$ cat config.mk
export PLATFORM = sky130hd
export DESIGN_NAME = gbmd_ctrl
export DESIGN_NICKNAME = d
export VERILOG_FILES = /design/src/hdl/gbmd_pkg.sv /design/src/hdl/gbmd_ctrl.sv
export SDC_FILE = /design/constraint.sdc
export NUM_CORES = 1
export LEC_CHECK = 0
export ABC_AREA = 0
export BUFFER_PORTS_ARGS = -buffer_cell sky130_fd_sc_hd__buf_2
export CAP_MARGIN = 20
export CORE_ASPECT_RATIO = 1.2
export CORE_MARGIN = 3
export CORE_UTILIZATION = 30
export DETAILED_ROUTE_END_ITERATION = 16
export SETUP_SLACK_MARGIN = 0.15
export SLEW_MARGIN = 20
export SYNTH_ARGS = -nofsm -noshare
export SYNTH_HDL_FRONTEND = slang
export SYNTH_SLANG_ARGS = --single-unit
$ cat constraint.sdc
create_clock -name i_clk -period 2.4 [get_ports i_clk]
set_clock_uncertainty 0.1 [all_clocks]
set_input_delay 0.6 -clock i_clk [delete_from_list [all_inputs] [get_ports i_clk]]
set_output_delay 0.6 -clock i_clk [all_outputs]
set_load 0.02 [all_outputs]
$ cat src/hdl/gbmd_pkg.sv
// Shared types, constants and move table of the grid move distance unit.
package gbmd_pkg;

    localparam int GBMD_MAX_SIDE = 256;
    localparam logic [8:0] GBMD_BOARD_RESET = 9'd8;
    localparam int GBMD_NUM_MOVES = 6;

    typedef logic [2:0] t_move_idx;

    localparam t_move_idx GBMD_LAST_MOVE = t_move_idx'(GBMD_NUM_MOVES - 1);

    // Commands from the controller to the datapath.
    typedef struct packed {
        logic      load_query;
        logic      clear_step;
        logic      seed;
        logic      fetch;
        logic      nbr_issue;
        t_move_idx nbr_sel;
        logic      set_hit;
        logic      set_miss;
        logic      load_out;
    } t_dp_cmd;

    // Status from the datapath to the controller.
    typedef struct packed {
        logic off_board;
        logic clear_last;
        logic queue_empty;
        logic hit;
    } t_dp_stat;

    function automatic logic signed [2:0] move_dr(input t_move_idx idx);
        logic signed [2:0] d;
        case (idx)
            3'd0, 3'd1: d = -3'sd2;
            3'd2, 3'd3: d = 3'sd0;
            3'd4, 3'd5: d = 3'sd2;
            default:    d = 3'sd0;
        endcase
        return d;
    endfunction

    function automatic logic signed [2:0] move_dc(input t_move_idx idx);
        logic signed [2:0] d;
        case (idx)
            3'd0, 3'd4: d = -3'sd1;
            3'd1, 3'd5: d = 3'sd1;
            3'd2:       d = -3'sd2;
            3'd3:       d = 3'sd2;
            default:    d = 3'sd0;
        endcase
        return d;
    endfunction

endpackage

$ cat src/hdl/gbmd_ctrl.sv
// Sequencer that steps the datapath through clear, seed and search of one query.
module gbmd_ctrl
    import gbmd_pkg::*;
(
    input  logic     i_clk,
    input  logic     i_rst_n,
    input  logic     i_in_valid,
    output logic     o_in_ready,
    output logic     o_out_valid,
    input  logic     i_out_ready,
    input  t_dp_stat i_stat,
    output t_dp_cmd  o_cmd
);

    typedef enum logic [3:0] {
        S_IDLE,
        S_CHECK,
        S_CLEAR,
        S_SEED,
        S_FETCH,
        S_TEST,
        S_NBR,
        S_DRAIN,
        S_DONE
    } t_state;

    t_state    r_state, n_state;
    t_move_idx r_k, n_k;
    logic      r_out_valid, n_out_valid;

    always_comb begin
        n_state     = r_state;
        n_k         = r_k;
        n_out_valid = r_out_valid;
        o_cmd       = '0;
        o_cmd.nbr_sel = r_k;
        if (r_out_valid && i_out_ready) begin
            n_out_valid = 1'b0;
        end
        case (r_state)
            S_IDLE: begin
                if (i_in_valid) begin
                    o_cmd.load_query = 1'b1;
                    n_state = S_CHECK;
                end
            end
            S_CHECK: begin
                if (i_stat.off_board) begin
                    o_cmd.set_miss = 1'b1;
                    n_state = S_DONE;
                end else begin
                    n_state = S_CLEAR;
                end
            end
            S_CLEAR: begin
                o_cmd.clear_step = 1'b1;
                if (i_stat.clear_last) begin
                    n_state = S_SEED;
                end
            end
            S_SEED: begin
                o_cmd.seed = 1'b1;
                n_state = S_FETCH;
            end
            S_FETCH: begin
                if (i_stat.queue_empty) begin
                    o_cmd.set_miss = 1'b1;
                    n_state = S_DONE;
                end else begin
                    o_cmd.fetch = 1'b1;
                    n_state = S_TEST;
                end
            end
            S_TEST: begin
                if (i_stat.hit) begin
                    o_cmd.set_hit = 1'b1;
                    n_state = S_DONE;
                end else begin
                    n_k = '0;
                    n_state = S_NBR;
                end
            end
            S_NBR: begin
                o_cmd.nbr_issue = 1'b1;
                if (r_k == GBMD_LAST_MOVE) begin
                    n_state = S_DRAIN;
                end else begin
                    n_k = r_k + 3'd1;
                end
            end
            S_DRAIN: begin
                // The last neighbor is checked and pushed in this cycle.
                n_state = S_FETCH;
            end
            S_DONE: begin
                if (!r_out_valid || i_out_ready) begin
                    o_cmd.load_out = 1'b1;
                    n_out_valid = 1'b1;
                    n_state = S_IDLE;
                end
            end
            default: begin
                n_state = S_IDLE;
            end
        endcase
    end

    always_ff @(posedge i_clk) begin
        if (!i_rst_n) begin
            r_state     <= S_IDLE;
            r_k         <= '0;
            r_out_valid <= 1'b0;
        end else begin
            r_state     <= n_state;
            r_k         <= n_k;
            r_out_valid <= n_out_valid;
        end
    end

    assign o_in_ready  = (r_state == S_IDLE);
    assign o_out_valid = r_out_valid;

endmodule

==> flow_summary.ini <==
[timing]
setup_repair_after_global_routing_missed_its_margin = no
hold-worst-slack_ns = 0.4055
fin_crit_sh_pct = 85.70
setup_ws_ns = 0.3433
slew_violations = 0
setup_tns_ns = 0
final.min_clock_period_ns = 2.057
hold_violations = 0
finalSetupViolCount = 0
fmax_mhz = 486.2
relSlewSlack_pct = 80.81
worstMarginPinSlew_ns = 0.2879

[synthesis]
synth_adder_area_share_pct = 4.386
ys_dominant_reg_cell = sky130_fd_sc_hd__dfxtp_1
synth_top_cells_by_count = sky130_fd_sc_hd__dfxtp_1 (8), sky130_fd_sc_hd__inv_1 (6), sky130_fd_sc_hd__a21oi_1 (5), sky130_fd_sc_hd__nor2_1 (5), sky130_fd_sc_hd__mux2i_1 (4)
ys_async_sr_fraction_pct = 0
post_synth_instance_area_um2 = 570.5
ys_ff_latch = 8
synth_area_leaders = sky130_fd_sc_hd__dfxtp_1 (28%), sky130_fd_sc_hd__mux2i_1 (7.0%), sky130_fd_sc_hd__nand4bb_4 (4.8%)
yosys.area_share.xor_xnor_pct = 0
synth.yosys.seq_area_share_pct = 28.07
syn_inst = 67
synth_compound_gate_area_share_pct = 13.38
postSynthAreaPerCell_um2 = 8.516
yosysWarningCount = 0
synth_top_cell_area_share_pct = 28.07
synthMostInstantiatedCell = sky130_fd_sc_hd__dfxtp_1
synth_top_family_by_area = simple AND/OR/NAND/NOR gates
synth_cell_types = 30
netlist.top_cell.by_area = sky130_fd_sc_hd__dfxtp_1
synth.area.mux_share_pct = 7.018
postSynthNetCount = 77
synth_simple_gate_area_share_pct = 38.16
edff_count_synth = 0

[cells_and_area]
layout-drive-gt1-share_pct = 36.05
antenna_cells = 0
syn_to_final_growth_pct = 22.37
finish.net_count = 98
number_of_standard_cells_in_the_layout_taps_in_and_fillers_out = 104

[power]
static-leakage-power_nw = 0.3025
report.power.total_mw = 0.3189
vdd.ir_drop.worst_v = 0.0002824
power_density_nw_per_um2 = 456.8

[global_route]
grt_first_pass_wirelength_mm = 2.035
grt_max_degree = 15
first_global_vias = 479
grt-ovfl-total = 0
initial_antenna_violation_count = 0
grtUsageTotal_pct = 11.16

[worst_setup_path]
dominant_delay_contributor_by_cell_family_on_the_critical_path = simple AND/OR/NAND/NOR gates
cp.required_ns = 1.70
worstSetupPathDepth = 3
critical_path.cell_chain = nor4b_2 -> nor2b_1 -> buf_2
timing.critical_path.slowest_cell_delay_ns = 0.40
cp-end-kind = primary output
cp_slowest_cell = sky130_fd_sc_hd__dfxtp_2
critical_path_class = reg -> out
cp_max_fo = 13
critPathArrivalTime_ns = 1.36
cp.buffers_inverters = 1
setup.worst_path.start_class = flip-flop
r2r_cells = 5

[floorplanning]
io-pin-count = 21
fp-row-count = 16
die_area_um2 = 2463
chipWidth_um = 45.81
floorplan.initialDensity_pct = 33.14
core_um2 = 1722
die_y_um = 53.77

[cts]
clock_insertion_delay_worst_skew_ns = 0.25
numCtsBuffers = 3
clk_pin_slew_ns = 0.06
cell_at_the_root_of_the_clock_tree = sky130_fd_sc_hd__clkbuf_4
max-clock-path-buffers = 2
clkSinkCount = 8
tritoncts = yes
htreeDepth = 1

[min_path]
min_path_cells = 2
hold_path.class = reg -> reg

[run_status]
status = finished clean

[drt]
ant_nets = 0
route.detailed.wl_per_inst_um = 11.43
drt_wl_total_mm = 1.189
route.vias.total = 516
drcViolationCount = 0
dr.pass1.iters = 6
number_of_design_rule_violations_left_by_the_first_detailed_router_iteration = 6
drt-vias-per-instance = 4.962

[placement]
gp_congestion = 0.7725
numPlacedInstances = 101
dp_slack_ns = 0.4477
placement.io_buffers = 20
dp_hpwl_um = 926.2

[job]
cap_viol_max_count = 0
## cell families after synthesis
kind of cell,Yosys count
compound gates,12
mux,4
simple gates,31
fa+ha+maj,2
buf+inv,10
flops,8
## stage by stage
| stage | util (%) | area, um^2 |
|---|---|---|
| detailed placement | 38.95 | 670.6 |
| floorplan | - | 576.8 |
| finish | 40.55 | 698.2 |
| global placement | 38.95 | 670.6 |
| global route | 40.55 | 698.2 |
| CTS | 40.26 | 693.2 |
## timing repair
item,in CTS,in global routing
gates resized for setup,0,4
hold buffers,0,0
setup buffers,0,0
setup endpoints to repair,0,4
## placed cells by master, fill, tap and decap left out, drive strengths merged, types with 3 or more instances in the layout
cell type	n
dfxtp	8
mux2i	4
inv	6
or3	3
buf	20
clkbuf	3
nor3	3
a21oi	5
and2	3
nor2	5
## sequential cells by signal (all words and copies together), names as in the netlist
register and flops:
o_out_valid 1, r_state 4, r_k 3
## per-layer routing
layer | wire (um) | global-route usage [%] | part of all wire, % | vias up
met3 | 97 | 2.676 | 8.2 | 0
li1 | - | - | - | 279
met4 | 0 | 4.265 | 0 | 0
met2 | 533 | 17.21 | 45 | 18
met5 | 0 | 0 | 0 | -
met1 | 558 | 14.86 | 47 | 219
## report_power, final
| group | internal [mW] | switching, mW | total (mW) |
|---|---|---|---|
| logic | 0.0312 | 0.0319 | 0.0632 |
| registers | 0.139 | 0.0164 | 0.155 |
| clock network | 0.0571 | 0.0434 | 0.100 |
| total | 0.227 | 0.0917 | 0.319 |
## final cells by class
type / count / area, um^2
tap: 18 / 22.52
inverter: 6 / 22.52
clock buffer: 3 / 22.52
sequential: 8 / 165.2
timing repair buffer: 20 / 100.1
multi-input combinational: 49 / 365.4
fill: 181 / 1023
## worst reg2reg max path, stage by stage (launching register included)
cell and delay, ns:
sky130_fd_sc_hd__dfxtp_1 0.37, sky130_fd_sc_hd__inv_1 0.06, sky130_fd_sc_hd__ha_1 0.18, sky130_fd_sc_hd__and2_1 0.19, sky130_fd_sc_hd__or3_1 0.31, sky130_fd_sc_hd__a21oi_1 0.15
## final timing paths
path,startpoint,endpoint,slack (ns)
worst min register to register,r_k[2]$_SDFFE_PN0P_,r_k[2]$_SDFFE_PN0P_,0.41
worst min-delay path,r_k[2]$_SDFFE_PN0P_,r_k[2]$_SDFFE_PN0P_,0.41
worst max-delay path,r_state[2]$_SDFFE_PN0P_,o_cmd[0],0.34
worst max register to register,r_k[1]$_SDFFE_PN0P_,r_k[0]$_SDFFE_PN0P_,0.98
Power figures use the tool's default switching activity.
